`config.mk`:
```
export PLATFORM = sky130hd
export DESIGN_NAME = jam_front_flat
export DESIGN_NICKNAME = d
export VERILOG_FILES = /design/src/sv/jam_pkg.sv /design/src/sv/jam_in_if.sv /design/src/sv/jam_front.sv /design/src/flat_wrapper.sv
export SDC_FILE = /design/constraint.sdc
export NUM_CORES = 1
export LEC_CHECK = 0
export BUFFER_PORTS_ARGS = -buffer_cell sky130_fd_sc_hd__buf_2
export CAP_MARGIN = 20
export CORE_MARGIN = 3
export CORE_UTILIZATION = 41
export DETAILED_ROUTE_END_ITERATION = 12
export PLACE_DENSITY = 0.91
export SYNTH_ARGS = -nofsm -noshare
export SYNTH_HDL_FRONTEND = slang
export SYNTH_SLANG_ARGS = --single-unit
```
`constraint.sdc`:
```
create_clock -name vclk -period 5.3
set_input_delay 0.795 -clock vclk [all_inputs]
set_output_delay 0.795 -clock vclk [all_outputs]
set_load 0.03 [all_outputs]
```
`src/sv/jam_pkg.sv`:
```
// ----------------------------------------------------------------------------
// jam_pkg: shared types and constants for the joint angle moving average
// Widths, fixed-point constants, register indexes and the control structs
// that pass between the front end, the queue, the back end and the divider.
// ----------------------------------------------------------------------------
`timescale 1ns / 1ps
`default_nettype none

package jam_pkg;

  // Field widths
  localparam int READING_W  = 32;
  localparam int ANGLE_W    = 48;
  localparam int TICKS_W    = 24;
  localparam int Q16_W      = 32;
  localparam int CFG_IDX_W  = 8;
  localparam int CFG_DATA_W = 32;

  // Averaging window
  localparam int WINDOW = 8;
  localparam int SLOT_W = (WINDOW > 1) ? $clog2(WINDOW) : 1;
  localparam int HELD_W = $clog2(WINDOW + 1);
  localparam int SUM_W  = ANGLE_W + HELD_W;

  // Conversion constants: 2pi in Q28 and pi/180 in Q32
  localparam int KQ_W = 31;
  localparam logic [KQ_W-1:0] TAU_Q28 = 31'd1686629713;
  localparam logic [KQ_W-1:0] DEG_Q32 = 31'd74961321;
  localparam int PROD_W = READING_W + KQ_W;

  // Serial divider sizing
  localparam int DIV_NUM_W = PROD_W;
  localparam int DIV_DEN_W = TICKS_W + 12;
  localparam int DIV_CNT_W = $clog2(DIV_NUM_W + 1);

  // Offset and scaling datapath
  localparam int AO_W     = ANGLE_W + 1;
  localparam int PLO_W    = 2 * Q16_W;
  localparam int PHI_W    = (AO_W - Q16_W) + Q16_W;
  localparam int FULL_W   = AO_W + Q16_W;
  localparam int SAT_IN_W = FULL_W - 16;

  // Short queue between front and back
  localparam int QDEPTH = 2;
  localparam int QPTR_W = (QDEPTH > 1) ? $clog2(QDEPTH) : 1;
  localparam int QCNT_W = $clog2(QDEPTH + 1);

  // Register indexes
  localparam logic [CFG_IDX_W-1:0] REG_MODE   = 8'd0;
  localparam logic [CFG_IDX_W-1:0] REG_TICKS  = 8'd1;
  localparam logic [CFG_IDX_W-1:0] REG_OFFSET = 8'd2;
  localparam logic [CFG_IDX_W-1:0] REG_RATIO  = 8'd3;

  // Register reset values
  localparam logic [TICKS_W-1:0]      TICKS_RESET = 24'd4096;
  localparam logic signed [Q16_W-1:0] RATIO_RESET = 32'sd65536;

  // Saturation limits
  localparam logic [SAT_IN_W-1:0] HALF48 = SAT_IN_W'(1) << (ANGLE_W - 1);
  localparam logic signed [ANGLE_W-1:0] MAX48 = {1'b0, {(ANGLE_W-1){1'b1}}};
  localparam logic signed [ANGLE_W-1:0] MIN48 = {1'b1, {(ANGLE_W-1){1'b0}}};

  typedef struct packed {
    logic                    in_degrees;
    logic [TICKS_W-1:0]      ticks;
    logic signed [Q16_W-1:0] offset;
    logic signed [Q16_W-1:0] ratio;
  } cfg_t;

  typedef struct packed {
    logic                 neg;
    logic [READING_W-1:0] mag;
  } item_t;

  typedef struct packed {
    logic  valid;
    item_t item;
  } push_t;

  typedef struct packed {
    logic full;
    logic empty;
  } fifo_stat_t;

  typedef struct packed {
    logic                 start;
    logic [DIV_NUM_W-1:0] numer;
    logic [DIV_DEN_W-1:0] denom;
  } div_req_t;

  typedef struct packed {
    logic                 busy;
    logic                 done;
    logic [DIV_NUM_W-1:0] quot;
  } div_rsp_t;

  typedef enum logic [3:0] {
    S_IDLE,
    S_CMUL,
    S_CONV,
    S_CDIV,
    S_WIN,
    S_AGO,
    S_ADIV,
    S_MAG,
    S_PLO,
    S_PHI,
    S_RND
  } back_state_t;

  // Put the sign back on a magnitude and clamp to 48 bits signed
  function automatic logic signed [ANGLE_W-1:0] sat48(input logic [SAT_IN_W-1:0] m,
                                                      input logic neg);
    logic signed [ANGLE_W-1:0] r;
    if (neg) begin
      if (m >= HALF48) begin
        r = MIN48;
      end else begin
        r = -$signed(m[ANGLE_W-1:0]);
      end
    end else begin
      if (m > SAT_IN_W'(MAX48)) begin
        r = MAX48;
      end else begin
        r = $signed(m[ANGLE_W-1:0]);
      end
    end
    return r;
  endfunction

endpackage

`default_nettype wire

```
`src/sv/jam_in_if.sv`:
```
// ----------------------------------------------------------------------------
// jam_in_if: reading channel
// Carries one raw sensor reading and its read-ok flag under valid/ready.
// ----------------------------------------------------------------------------
`timescale 1ns / 1ps
`default_nettype none

interface jam_in_if;
  logic                                   valid;
  logic                                   ready;
  logic signed [jam_pkg::READING_W-1:0]   raw_reading;
  logic                                   read_ok;

  modport source (output valid, output raw_reading, output read_ok, input ready);
  modport sink   (input valid, input raw_reading, input read_ok, output ready);
endinterface

`default_nettype wire

```
`src/sv/jam_front.sv`:
```
// ----------------------------------------------------------------------------
// jam_front: reading intake
// Accepts readings, drops failed reads and splits good ones into sign and
// magnitude before queueing them for the back end.
// ----------------------------------------------------------------------------
`timescale 1ns / 1ps
`default_nettype none

module jam_front (
  jam_in_if.sink          sample,
  input  logic            full,
  output jam_pkg::push_t  push
);

  logic neg;

  // Take a transaction whenever the queue has room
  assign sample.ready = !full;
  assign neg          = sample.raw_reading[jam_pkg::READING_W-1];

  // Queue good reads only, as sign and magnitude
  always_comb begin
    push.valid    = sample.valid && !full && sample.read_ok;
    push.item.neg = neg;
    push.item.mag = neg ? $unsigned(-sample.raw_reading) : $unsigned(sample.raw_reading);
  end

endmodule

`default_nettype wire

```
`src/flat_wrapper.sv`:
```
// flat-port wrapper written by rule: the top's interface ports become plain ports
module jam_front_flat 
  (full, push, sample_valid, sample_raw_reading, sample_read_ok, sample_ready);
  jam_in_if sample_i ();
  input  logic full;
  output jam_pkg::push_t push;
  input wire logic [$bits(sample_i.valid)-1:0] sample_valid;
  input wire logic [$bits(sample_i.raw_reading)-1:0] sample_raw_reading;
  input wire logic [$bits(sample_i.read_ok)-1:0] sample_read_ok;
  output wire logic [$bits(sample_i.ready)-1:0] sample_ready;
  assign sample_i.valid = sample_valid;
  assign sample_i.raw_reading = sample_raw_reading;
  assign sample_i.read_ok = sample_read_ok;
  assign sample_ready = sample_i.ready;
  jam_front u_core (.sample(sample_i), .full(full), .push(push));
endmodule
```
==> results_dict.tcl <==
set metrics [dict create \
    pwr-share-clk 0 \
    drc 0 \
    ff_latch_area_um2 0 \
    post_cts_buffers 0 \
    clock_buffers 0 \
    die_w_um 46.9 \
    gr-total-overflow 0 \
    synth-simple-area-share 0.296 \
    wl_per_cell_um 11.9 \
    syn_area_per_cell_um2 6.79 \
    drive_gt1_frac 0.436 \
    yosys_warnings 0 \
    cp_slowest_cell "or4_4" \
    pin_count 70 \
    core.rowCount 14 \
    grt_first_pass_wirelength_um 2990 \
    crit_arrival_ns 2.82 \
    hold_depth 3 \
    cp-start-kind "primary input" \
    io_buffers 70 \
    fp.dieArea_um2 2200 \
    dr.first_iter.drc_count 14 \
    min-delay-path-class "primary input to primary output" \
    drtPass1Iterations 4 \
    synth-xor-area-share 0.370 \
    status "completed" \
    drv_cap 0 \
    min_period_ns 3.61 \
    post_cts_resize_count 0 \
    grt_pass1_vias 747 \
    synth_mux_area_frac 0 \
    synth_fa_ha_area_frac 0.0182 \
    die_h_um 46.9 \
    p_per_area_nw_per_um2 135 \
    power_switching_w 0.0000914 \
    postRouteAntennaNets 0 \
    wl_um 2150 \
    worstMarginPinSlew_ns 0.490 \
    min-delay-start "full" \
    coreArea_um2 1540 \
    cp-end-kind "primary output" \
    synth_fp_nets 137 \
    ctsHoldBuffers 0 \
    netSwitchingFraction 0.661 \
    fin_nets 203 \
    slowest_delay_ns 0.57 \
    diodes 0 \
    worstPathCellList "buf_2, nor4_1, nand4_1, or4_4, nor3b_2, buf_2" \
    synth_top_family_by_area "XOR/XNOR gates" \
    synth_compound_area_frac 0.250 \
    cp.required_ns 4.51 \
    crit_fanout 11 \
    post-place-ws_ns 1.71 \
    grt_max_degree 34 \
    p_comb_frac 1.000 \
    max-slew-margin-rel 0.673 \
    synth_seq_area_share 0 \
    routed_via_density 5.48 \
    drv_slew 0 \
    hpwl_um 1830 \
    internal-power_w 0.0000470 \
    critical_path_class "primary input to primary output" \
    antenna_found_initial 0 \
    hold_end "sample_ready" \
    worst_slack_ns 1.69 \
    final.setup.tns_ns 0 \
    ys_types 22 \
    seq_cell_count 0 \
    fin_total_pwr_w 0.000138 \
    power.leakage_nw 0.449 \
    crit_top_cell "buf_2" \
    power_frac_seq 0 \
    stdcell_area_um2 1030 \
    routed-via-count 992 \
    placed_area_um2 1030 \
    gp_congestion 0.889 \
    netlist_area_um2 686 \
    initial_utilization 0.445 \
    syn_inst 101 \
    syn_to_final_growth_pct 49.6 \
    hold_viol_final 0 \
    globalRouteTotalUtil 0.171 \
    rsz0062_at_grt "false" \
    post-route-period-util 0.681 \
    ir_worst_vdd_mv 0.0751 \
    finalSetupViolCount 0 \
    n_fill_cell 135 \
    timing.fmax_ghz 0.277 \
]
cell usage after synthesis (2+ instances only):
cell,count,share of area
clkbuf_1,4,0.022
o41ai_1,7,0.089
nand3_1,3,0.022
nor2_1,3,0.016
o21ai_0,7,0.051
nand2b_1,3,0.027
xnor2_1,29,0.37
nand4_1,2,0.018
buf_4,2,0.022
nand2_1,11,0.060
nor3_1,5,0.036
o31ai_1,10,0.11
or4_1,2,0.022
nor4_1,2,0.018
inv_1,4,0.022
stage by stage:
step	instances	util	hold WS, ns
floorplan	101	-	1.66
global placement	181	0.666	1.86
detailed placement	181	0.666	1.86
CTS	181	0.666	1.86
global route	181	0.666	1.88
finish	181	0.666	1.86
cell families (layout without fill, tap and decap cells):
logic type | count (synthesis) | after routing
fa+ha+maj | 1 | 1
xor+xnor | 29 | 29
simple gates | 37 | 37
compound gates | 24 | 24
buf+inv | 10 | 74
layout make-up:
class,instances,area (um2),share of cell area
multi-input combinational,91,641,0.624
timing repair buffer,70,350,0.341
inverter,4,15.0,0.0146
tap,16,20.0,0.0195
critical path, delay by kind of cell:
kind,cells,cell delay [ns]
buffers and inverters,2,0.33
AND/OR/NAND/NOR,4,1.70
cells in the final DEF, fill, tap and decap left out, drive strengths merged:
| master | instances |
|---|---|
| nor3 | 5 |
| nor2 | 3 |
| nor4 | 2 |
| or2 | 1 |
| and3 | 1 |
| or3 | 1 |
| o31ai | 10 |
| buf | 70 |
| xnor2 | 29 |
| nand2 | 11 |
| nand3 | 3 |
| o41ai | 7 |
| nor4b | 1 |
| or4 | 3 |
| nand4 | 2 |
| nor3b | 1 |
| ha | 1 |
| inv | 4 |
| o21ai | 7 |
| nand2b | 3 |
metal layers:
layer / up-vias / GRT usage / wire, um
li1: 504 / - / -
met1: 440 / 0.222 / 905
met2: 48 / 0.331 / 1020
met3: 0 / 0 / 221
met4: 0 / 0 / 0
met5: - / 0 / 0
power by group through the flow:
stage	clock network [W]	logic, W	registers [W]
6_report	0	0.000138	0
5_1_grt	0	0.000148	0
4_1_cts	0	0.000139	0
3_5_place_dp	0	0.000139	0
3_3_place_gp	0	0.000137	0
2_1_floorplan	0	0.0000910	0
worst max-delay path by stage:
| stage | from | end | slack, ns |
|---|---|---|---|
| final | sample_raw_reading[8] | push[31] | 1.69 |
| after global routing | sample_raw_reading[1] | push[30] | 1.46 |
| after CTS | sample_raw_reading[8] | push[31] | 1.70 |
| after detailed placement | sample_raw_reading[8] | push[31] | 1.71 |
| after global placement | sample_raw_reading[8] | push[31] | 1.75 |
| after floorplan | sample_raw_reading[24] | push[31] | 1.99 |
(Power assumes the default switching activity.)
