File: config.mk
export PLATFORM = sky130hd
export DESIGN_NAME = jam_fifo
export DESIGN_NICKNAME = d
export VERILOG_FILES = /design/src/sv/jam_pkg.sv /design/src/sv/jam_fifo.sv
export SDC_FILE = /design/constraint.sdc
export NUM_CORES = 1
export LEC_CHECK = 0
export ABC_AREA = 1
export BUFFER_PORTS_ARGS = -buffer_cell sky130_fd_sc_hd__buf_2
export CAP_MARGIN = 10
export CORE_MARGIN = 5
export CORE_UTILIZATION = 45
export CTS_CLUSTER_DIAMETER = 50
export DETAILED_ROUTE_END_ITERATION = 16
export PLACE_DENSITY = 0.8
export SYNTH_ARGS = -nofsm -noshare
export SYNTH_HDL_FRONTEND = slang
export SYNTH_SLANG_ARGS = --single-unit
File: constraint.sdc
create_clock -name clk -period 2.8 [get_ports clk]
set_input_delay 0.42 -clock clk [delete_from_list [all_inputs] [get_ports clk]]
set_output_delay 0.42 -clock clk [all_outputs]
set_load 0.005 [all_outputs]
File: src/sv/jam_pkg.sv
// ----------------------------------------------------------------------------
// jam_pkg: shared types and constants for the joint angle moving average
// Widths, fixed-point constants, register indexes and the control structs
// that pass between the front end, the queue, the back end and the divider.
// ----------------------------------------------------------------------------
`timescale 1ns / 1ps
`default_nettype none

package jam_pkg;

  // Field widths
  localparam int READING_W  = 32;
  localparam int ANGLE_W    = 48;
  localparam int TICKS_W    = 24;
  localparam int Q16_W      = 32;
  localparam int CFG_IDX_W  = 8;
  localparam int CFG_DATA_W = 32;

  // Averaging window
  localparam int WINDOW = 8;
  localparam int SLOT_W = (WINDOW > 1) ? $clog2(WINDOW) : 1;
  localparam int HELD_W = $clog2(WINDOW + 1);
  localparam int SUM_W  = ANGLE_W + HELD_W;

  // Conversion constants: 2pi in Q28 and pi/180 in Q32
  localparam int KQ_W = 31;
  localparam logic [KQ_W-1:0] TAU_Q28 = 31'd1686629713;
  localparam logic [KQ_W-1:0] DEG_Q32 = 31'd74961321;
  localparam int PROD_W = READING_W + KQ_W;

  // Serial divider sizing
  localparam int DIV_NUM_W = PROD_W;
  localparam int DIV_DEN_W = TICKS_W + 12;
  localparam int DIV_CNT_W = $clog2(DIV_NUM_W + 1);

  // Offset and scaling datapath
  localparam int AO_W     = ANGLE_W + 1;
  localparam int PLO_W    = 2 * Q16_W;
  localparam int PHI_W    = (AO_W - Q16_W) + Q16_W;
  localparam int FULL_W   = AO_W + Q16_W;
  localparam int SAT_IN_W = FULL_W - 16;

  // Short queue between front and back
  localparam int QDEPTH = 2;
  localparam int QPTR_W = (QDEPTH > 1) ? $clog2(QDEPTH) : 1;
  localparam int QCNT_W = $clog2(QDEPTH + 1);

  // Register indexes
  localparam logic [CFG_IDX_W-1:0] REG_MODE   = 8'd0;
  localparam logic [CFG_IDX_W-1:0] REG_TICKS  = 8'd1;
  localparam logic [CFG_IDX_W-1:0] REG_OFFSET = 8'd2;
  localparam logic [CFG_IDX_W-1:0] REG_RATIO  = 8'd3;

  // Register reset values
  localparam logic [TICKS_W-1:0]      TICKS_RESET = 24'd4096;
  localparam logic signed [Q16_W-1:0] RATIO_RESET = 32'sd65536;

  // Saturation limits
  localparam logic [SAT_IN_W-1:0] HALF48 = SAT_IN_W'(1) << (ANGLE_W - 1);
  localparam logic signed [ANGLE_W-1:0] MAX48 = {1'b0, {(ANGLE_W-1){1'b1}}};
  localparam logic signed [ANGLE_W-1:0] MIN48 = {1'b1, {(ANGLE_W-1){1'b0}}};

  typedef struct packed {
    logic                    in_degrees;
    logic [TICKS_W-1:0]      ticks;
    logic signed [Q16_W-1:0] offset;
    logic signed [Q16_W-1:0] ratio;
  } cfg_t;

  typedef struct packed {
    logic                 neg;
    logic [READING_W-1:0] mag;
  } item_t;

  typedef struct packed {
    logic  valid;
    item_t item;
  } push_t;

  typedef struct packed {
    logic full;
    logic empty;
  } fifo_stat_t;

  typedef struct packed {
    logic                 start;
    logic [DIV_NUM_W-1:0] numer;
    logic [DIV_DEN_W-1:0] denom;
  } div_req_t;

  typedef struct packed {
    logic                 busy;
    logic                 done;
    logic [DIV_NUM_W-1:0] quot;
  } div_rsp_t;

  typedef enum logic [3:0] {
    S_IDLE,
    S_CMUL,
    S_CONV,
    S_CDIV,
    S_WIN,
    S_AGO,
    S_ADIV,
    S_MAG,
    S_PLO,
    S_PHI,
    S_RND
  } back_state_t;

  // Put the sign back on a magnitude and clamp to 48 bits signed
  function automatic logic signed [ANGLE_W-1:0] sat48(input logic [SAT_IN_W-1:0] m,
                                                      input logic neg);
    logic signed [ANGLE_W-1:0] r;
    if (neg) begin
      if (m >= HALF48) begin
        r = MIN48;
      end else begin
        r = -$signed(m[ANGLE_W-1:0]);
      end
    end else begin
      if (m > SAT_IN_W'(MAX48)) begin
        r = MAX48;
      end else begin
        r = $signed(m[ANGLE_W-1:0]);
      end
    end
    return r;
  endfunction

endpackage

`default_nettype wire

File: src/sv/jam_fifo.sv
// ----------------------------------------------------------------------------
// jam_fifo: short item queue
// Decouples the intake from the arithmetic back end.
// ----------------------------------------------------------------------------
`timescale 1ns / 1ps
`default_nettype none

module jam_fifo (
  input  logic                  clk,
  input  logic                  rst,
  input  jam_pkg::push_t        push,
  input  logic                  pop,
  output jam_pkg::fifo_stat_t   stat,
  output jam_pkg::item_t        head
);

  jam_pkg::item_t                entries [jam_pkg::QDEPTH];
  logic [jam_pkg::QPTR_W-1:0]    wr_ptr;
  logic [jam_pkg::QPTR_W-1:0]    rd_ptr;
  logic [jam_pkg::QCNT_W-1:0]    count;

  assign stat.full  = (count == jam_pkg::QCNT_W'(jam_pkg::QDEPTH));
  assign stat.empty = (count == '0);
  assign head       = entries[rd_ptr];

  // Store pushed items
  always_ff @(posedge clk) begin
    if (push.valid) begin
      entries[wr_ptr] <= push.item;
    end
  end

  // Advance pointers and occupancy
  always_ff @(posedge clk) begin
    if (rst) begin
      wr_ptr <= '0;
      rd_ptr <= '0;
      count  <= '0;
    end else begin
      if (push.valid) begin
        wr_ptr <= (wr_ptr == jam_pkg::QPTR_W'(jam_pkg::QDEPTH - 1)) ? '0 : wr_ptr + 1'b1;
      end
      if (pop) begin
        rd_ptr <= (rd_ptr == jam_pkg::QPTR_W'(jam_pkg::QDEPTH - 1)) ? '0 : rd_ptr + 1'b1;
      end
      if (push.valid && !pop) begin
        count <= count + 1'b1;
      end else if (pop && !push.valid) begin
        count <= count - 1'b1;
      end
    end
  end

`ifndef ASSERT_OFF
  a_no_push_full: assert property (@(posedge clk) disable iff (rst)
    push.valid |-> !stat.full) else $error("push into full queue");
  a_no_pop_empty: assert property (@(posedge clk) disable iff (rst)
    pop |-> !stat.empty) else $error("pop from empty queue");
`endif

endmodule

`default_nettype wire

==> results of run 1 <==
==> cells by family (layout without fill, tap and decap cells) <==
kind of cell	count (synthesis)	after routing	synth area share (%)
fa+ha+maj	1	1	0.4526
flops	71	71	75.33
buf+inv	13	100	3.803
xor+xnor	1	1	0.3169
simple gates	15	15	2.218
mux	33	33	17.52
compound gates	2	2	0.3618
==> sequential cells by signal, summed over array words and instances (netlist names), named ones only <==
signal,count
count,2
entries,66
rd_ptr,1
wr_ptr,1
==> through the flow <==
stage	hold slack [ps]	cell area [um2]	setup WS [ps]
finish	282.6	3381	572.4
floorplan	479.9	2764	525.4
global placement	497.4	3193	889.1
CTS	263.5	3381	501.4
detailed placement	507.2	3193	872.2
global route	248.7	3381	449.5
==> synthesized netlist by cell type <==
master / n / share of area, %
xnor2_1: 1 / 0.32
inv_1: 9 / 1.2
nand2_1: 5 / 0.68
edfxtp_1: 66 / 72
nand3_1: 1 / 0.18
o21ai_0: 1 / 0.18
ha_1: 1 / 0.45
nand4_1: 1 / 0.23
buf_6: 1 / 0.41
mux2_2: 3 / 1.2
dfxtp_1: 5 / 3.6
buf_12: 3 / 2.2
mux2_4: 30 / 16
nor3_1: 1 / 0.18
nor2_1: 7 / 0.95
a21oi_1: 1 / 0.18
==> metal layers <==
metal	vias to the layer above	GRT usage [%]	part of all wire, %
met5	-	0	0
met4	0	7.005	1.5
met3	6	2.886	6.3
met2	45	20.53	52
met1	638	14.81	40
li1	674	-	-
==> worst paths after layout <==
path,cells after the start,end,slack (ps)
worst max-delay path,3,head[15],570
worst min-delay path,1,entries[0][4],280
worst max register to register,3,entries[1][26],1320
worst min register to register,2,count[0],530
==> power groups by stage <==
| stage | combinational [mW] | clock [mW] | sequential, mW |
|---|---|---|---|
| after global placement | 0.248 | 0 | 1.28 |
| after floorplan | 0.173 | 0 | 1.26 |
| after detailed placement | 0.253 | 0 | 1.28 |
| final | 0.246 | 0.759 | 1.25 |
| after CTS | 0.254 | 0.784 | 1.26 |
| after global routing | 0.269 | 0.852 | 1.26 |
==> worst max-delay path, stage by stage (launching register included) <==
cell     delay [ps]
dfxtp_2         720
buf_4           320
mux2_4          310
buf_2           130
==> final cells by class <==
type,instances,area (um2)
Clock buffer,9,123.9
Clock inverter,7,63.81
Fill cell,479,2575
Inverter,9,33.78
Multi-Input combinational cell,52,584.3
Sequential cell,71,2083
Tap cell,75,93.84
Timing Repair Buffer,75,397.9
==> impl_results.md, run 1 <==
* Outcome: complete, no violations
* Gr usage total at 12.37%
* I/O pins at 72
* Detailed placement HPWL at 3198 um
* Initial DRC count at 28
* Internal power at 1.773 mW
* Hold Vio Cnt, Final at 0
* Vias/cell at 4.574
* Maximum resistive drop on vdd at 0.3382 mV
* Routed WL at 4507 um
* Kind of critical path: register to primary output
* Most frequent cells in the layout: buf_2 (71), edfxtp_1 (66), mux2_4 (30)
* Clock share of power at 33.6%
* Final ANT Viol Nets at 0
* Cell Rows at 28
* Initial antenna violation count at 0
* CTS clk-pin slew, worst paths at 70 ps
* First-pass GRT wire length at 6969 um
* Fraction of layout cells with a size suffix above 1 at 55.61%
* RSZ-0062 raised after global routing: no
* Wirelength per Cell at 15.12 um
* Clock Skews at 4.343 ps
* Vias in the first global route at 1,461
* Via count at 1,363
* Share of total power in combinational logic at 10.9%
* Die X at 88.37 um
* Skew-Pair Late Insertion Delay at 320 ps
* Nets at 256
* Startpoint Class: register
* WP data required at 2380 ps
* Largest net degree at the start of global routing at 23
* Worst-Margin Slew at 611.2 ps
* # H-tree levels at 3
* Yosys warns at 0
* Post-CTS sizing at 0
* DIE AREA at 7809 um2
* Crit path DAT at 1810 ps
* Die height at 88.37 um
* Setup TNS at 0 ps
* First-pass detailed-route iteration total at 4
* CTS tree: yes
* Cell Pwr Density at 668.6 nW/um2
* Area Growth Syn to Fin at 22.32%
* Grt ovf at 0
* Clk buf depth at 2
* Post-route insts no fill at 298
* Final setup fails at 0
* Synth Register Bits at 71
* Placed Cells at 282
* Max Slew Vio Count at 0
* Core area at 5956 um2
* DRC at 0
* CTS Buf Count at 9
* Worst flop-to-flop path startpoint: wr_ptr
* Syn Area/Cell at 20.32 um2
* Synthesized area at 2764 um2
* Routability congestion estimate at 0.6763
* Worst-path maximum fanout at 20
* NetSw at 0.4879 mW
* Leak Pwr at 1.384 nW
* Post-CTS Setup Inserts at 0
* Worst relative slew slack at 59.25%
* Max-cap violations at 0
* Total power at 2.260 mW
* Sw Ratio at 21.59%
* Initial Utilization at 46.41%
* Fmax at 0.4489 GHz
* Final Cycle Share at 79.56%
* Netlist cell types at 16
* Sequential share of power at 55.5%
* Commonest non-fill, non-tap cell in the layout: buf_2
* # clock sinks at 71
* Net Count, Synth at 174
* Hold_buf cts at 0
* Instance count of the mapped netlist at 136
* Port Buffers at 71
* Sequential element share of the synthesized area at 75.33%
* # diodes at 0
* Crit end category: primary output
* Min-delay src: push[4]
* Final critical-path required period at 2228 ps
* Clock root cell: clkbuf_8
* Tightest Hold Check Type: input port to register
* Final core utilization at 56.76%
Power figures use the tool's default switching activity.
==> run 2: changes to the inputs <==
PLACE_DENSITY = 0.82   (was 0.8)
clock period = 2 ns   (was 2.8 ns; I/O delays follow)
==> impl_results.md, run 2 (synthesized netlist as in run 1, its figures left out) <==
* Worst Hold End: entries[1][16]
* Cell Rows at 28 (unchanged)
* Via count at 1,404 (+3.0%)
* Crit path DAT at 1540 ps (-270 ps)
* Die height at 88.37 um (unchanged)
* Worst-path maximum fanout at 23 (+15%)
* # H-tree levels at 3 (unchanged)
* Hold-critical path depth at 1 (unchanged)
* CTS clk-pin slew, worst paths at 70 ps (about the same)
* Final critical-path required period at 1837 ps
* Largest net degree at the start of global routing at 35 (+52%)
* Met2 Usage GRT at 21.14% (+0.61 points)
* Cell Pwr Density at 961.9 nW/um2 (+44%)
* DIE AREA at 7809 um2 (unchanged)
* R2r setup slk at 740 ps (-580 ps)
* Final Hold Slack at 157.6 ps (-125.0 ps)
* Largest stage delay on the critical path at 390 ps (-330 ps)
* Met3 usage at 5.400% (+2.5 points)
* Slowest-stage cell, CP: mux2_2
* RSZ-0062 raised after global routing: no
* Skew-Pair Late Insertion Delay at 320 ps (about the same)
* Core area at 5956 um2 (unchanged)
* Port Buffers at 71 (unchanged)
* Max reg flops at 66 (unchanged)
* Pre-CTS setup slack at 490.6 ps (-381.5 ps)
* Final Worst Setup Slack at 163.5 ps (-409.0 ps)
* Worst flop-to-flop path startpoint: wr_ptr
* Tightest Hold Check Type: input port to register
* Die X at 88.37 um (unchanged)
* Fraction of layout cells with a size suffix above 1 at 54.71% (-0.90 points)
* Outcome: complete, no violations
* Gr usage total at 12.15% (-0.22 points)
* Kind of critical path: register to primary output
* Most frequent cells in the layout: buf_2 (71), edfxtp_1 (66), mux2_4 (30)
* Max-cap violations at 0 (unchanged)
* Initial DRC count at 22 (-21%)
* Max Slew Vio Count at 0 (unchanged)
* Leak Pwr at 1.393 nW (+0.66%)
* Vias in the first global route at 1,462 (+0.068%)
* CTS Buf Count at 9 (unchanged)
* Routability congestion estimate at 0.6440 (-4.8%)
* First-pass GRT wire length at 6858 um (-1.6%)
* Top Registers: entries (66), count (2)
* Maximum resistive drop on vdd at 0.7360 mV (+120%)
* Vias/cell at 4.711 (+3.0%)
* Fmax at 0.5445 GHz
* I/O pins at 72 (unchanged)
* Worst flop-to-flop path endpoint: entries[1][5]
* WP data required at 1700 ps (-680 ps)
* # clock sinks at 71 (unchanged)
* Clk buf depth at 2 (unchanged)
* Routed WL at 4401 um (-2.4%)
* CP Cell Sequence: buf_4 > mux2_2 > buf_2
* Nets at 256 (unchanged)
* Grt ovf at 0 (unchanged)
* Post-CTS sizing at 0 (unchanged)
* # diodes at 0 (unchanged)
* Worst relative slew slack at 70.84% (+12 points)
* Met1 Track Usage GR at 13.21% (-1.6 points)
* First-pass detailed-route iteration total at 4 (unchanged)
* Initial Utilization at 46.41% (unchanged)
* Total power at 3.268 mW (+45%)
* Clock Skews at 4.777 ps (+0.4343 ps)
* Clock root cell: clkbuf_8
* DRC at 0 (unchanged)
* GRT busiest layer: met2
* Min-delay src: push[16]
* Worst-Margin Slew at 437.4 ps (-173.8 ps)
* Detailed placement HPWL at 3071 um (-4.0%)
* Final core utilization at 57.04% (+0.27 points)
* Area Growth Syn to Fin at 22.91%
* Reg with most FFs: entries
* Commonest non-fill, non-tap cell in the layout: buf_2
* CTS tree: yes
* Hold_buf cts at 0 (unchanged)
* Final ANT Viol Nets at 0 (unchanged)
* Post-CTS Setup Inserts at 0 (unchanged)
* Final Cycle Share at 91.83%
* R2r worst-path depth at 3 (unchanged)
* Startpoint Class: register
* Final setup fails at 0 (unchanged)
* Initial antenna violation count at 0 (unchanged)
* Setup TNS at 0 ps (unchanged)
* Hold Vio Cnt, Final at 0 (unchanged)
* Fillers at 473 (-1.3%)
* Wirelength per Cell at 14.77 um (-2.4%)
* Crit end category: primary output
==> run 2: changes by cell type in the layout (fill, tap and decap cells not counted), sizes merged <==
| cell | before | now |
|---|---|---|
| bufinv | 1 | 2 |
| clkbuf | 9 | 11 |
| clkinv | 5 | 3 |
| clkinvlp | 1 | 0 |
==> run 2: layer usage <==
layer	wire [um]	vias up
li1	-	674
met1	1657	681
met2	2350	43
met3	350	6
met4	42	0
met5	0	-
==> run 2: layout make-up <==
class | count | area (um2) | area share (%)
clock buffers | 11 | 131.4 | 3.867
well taps | 75 | 93.84 | 2.762
multi-input cells | 52 | 584.3 | 17.20
flip-flops and latches | 71 | 2083 | 61.33
clock inverters | 5 | 72.57 | 2.136
repair buffers | 75 | 397.9 | 11.71
inverters | 9 | 33.78 | 0.9945
==> run 2: worst max path at each step <==
stage	end	cells past startpoint	slack, ps
after floorplan	entries[0][0]	1	400
after global placement	head[12]	3	530
after detailed placement	head[17]	3	490
after CTS	head[17]	3	130
after global routing	head[17]	3	80
final	head[17]	3	160
==> run 2: power breakdown <==
group | leakage (nW) | switching, mW | internal, mW
Sequential | 0.661 | 0.0251 | 1.71
Combinational | 0.629 | 0.160 | 0.204
Clock | 0.102 | 0.471 | 0.693
==> run 2: critical path: cells and delay by family (launching register included) <==
| kind | cells | cell delay [ps] |
|---|---|---|
| DFF | 1 | 320 |
| buffers and inverters | 2 | 490 |
| muxes | 1 | 390 |
==> run 2: per-stage QoR <==
step | instances | instance area (um2)
6_report | 298 | 3397
5_1_grt | 298 | 3397
4_1_cts | 298 | 3397
3_5_place_dp | 282 | 3193
3_3_place_gp | 282 | 3193
2_1_floorplan | 136 | 2766
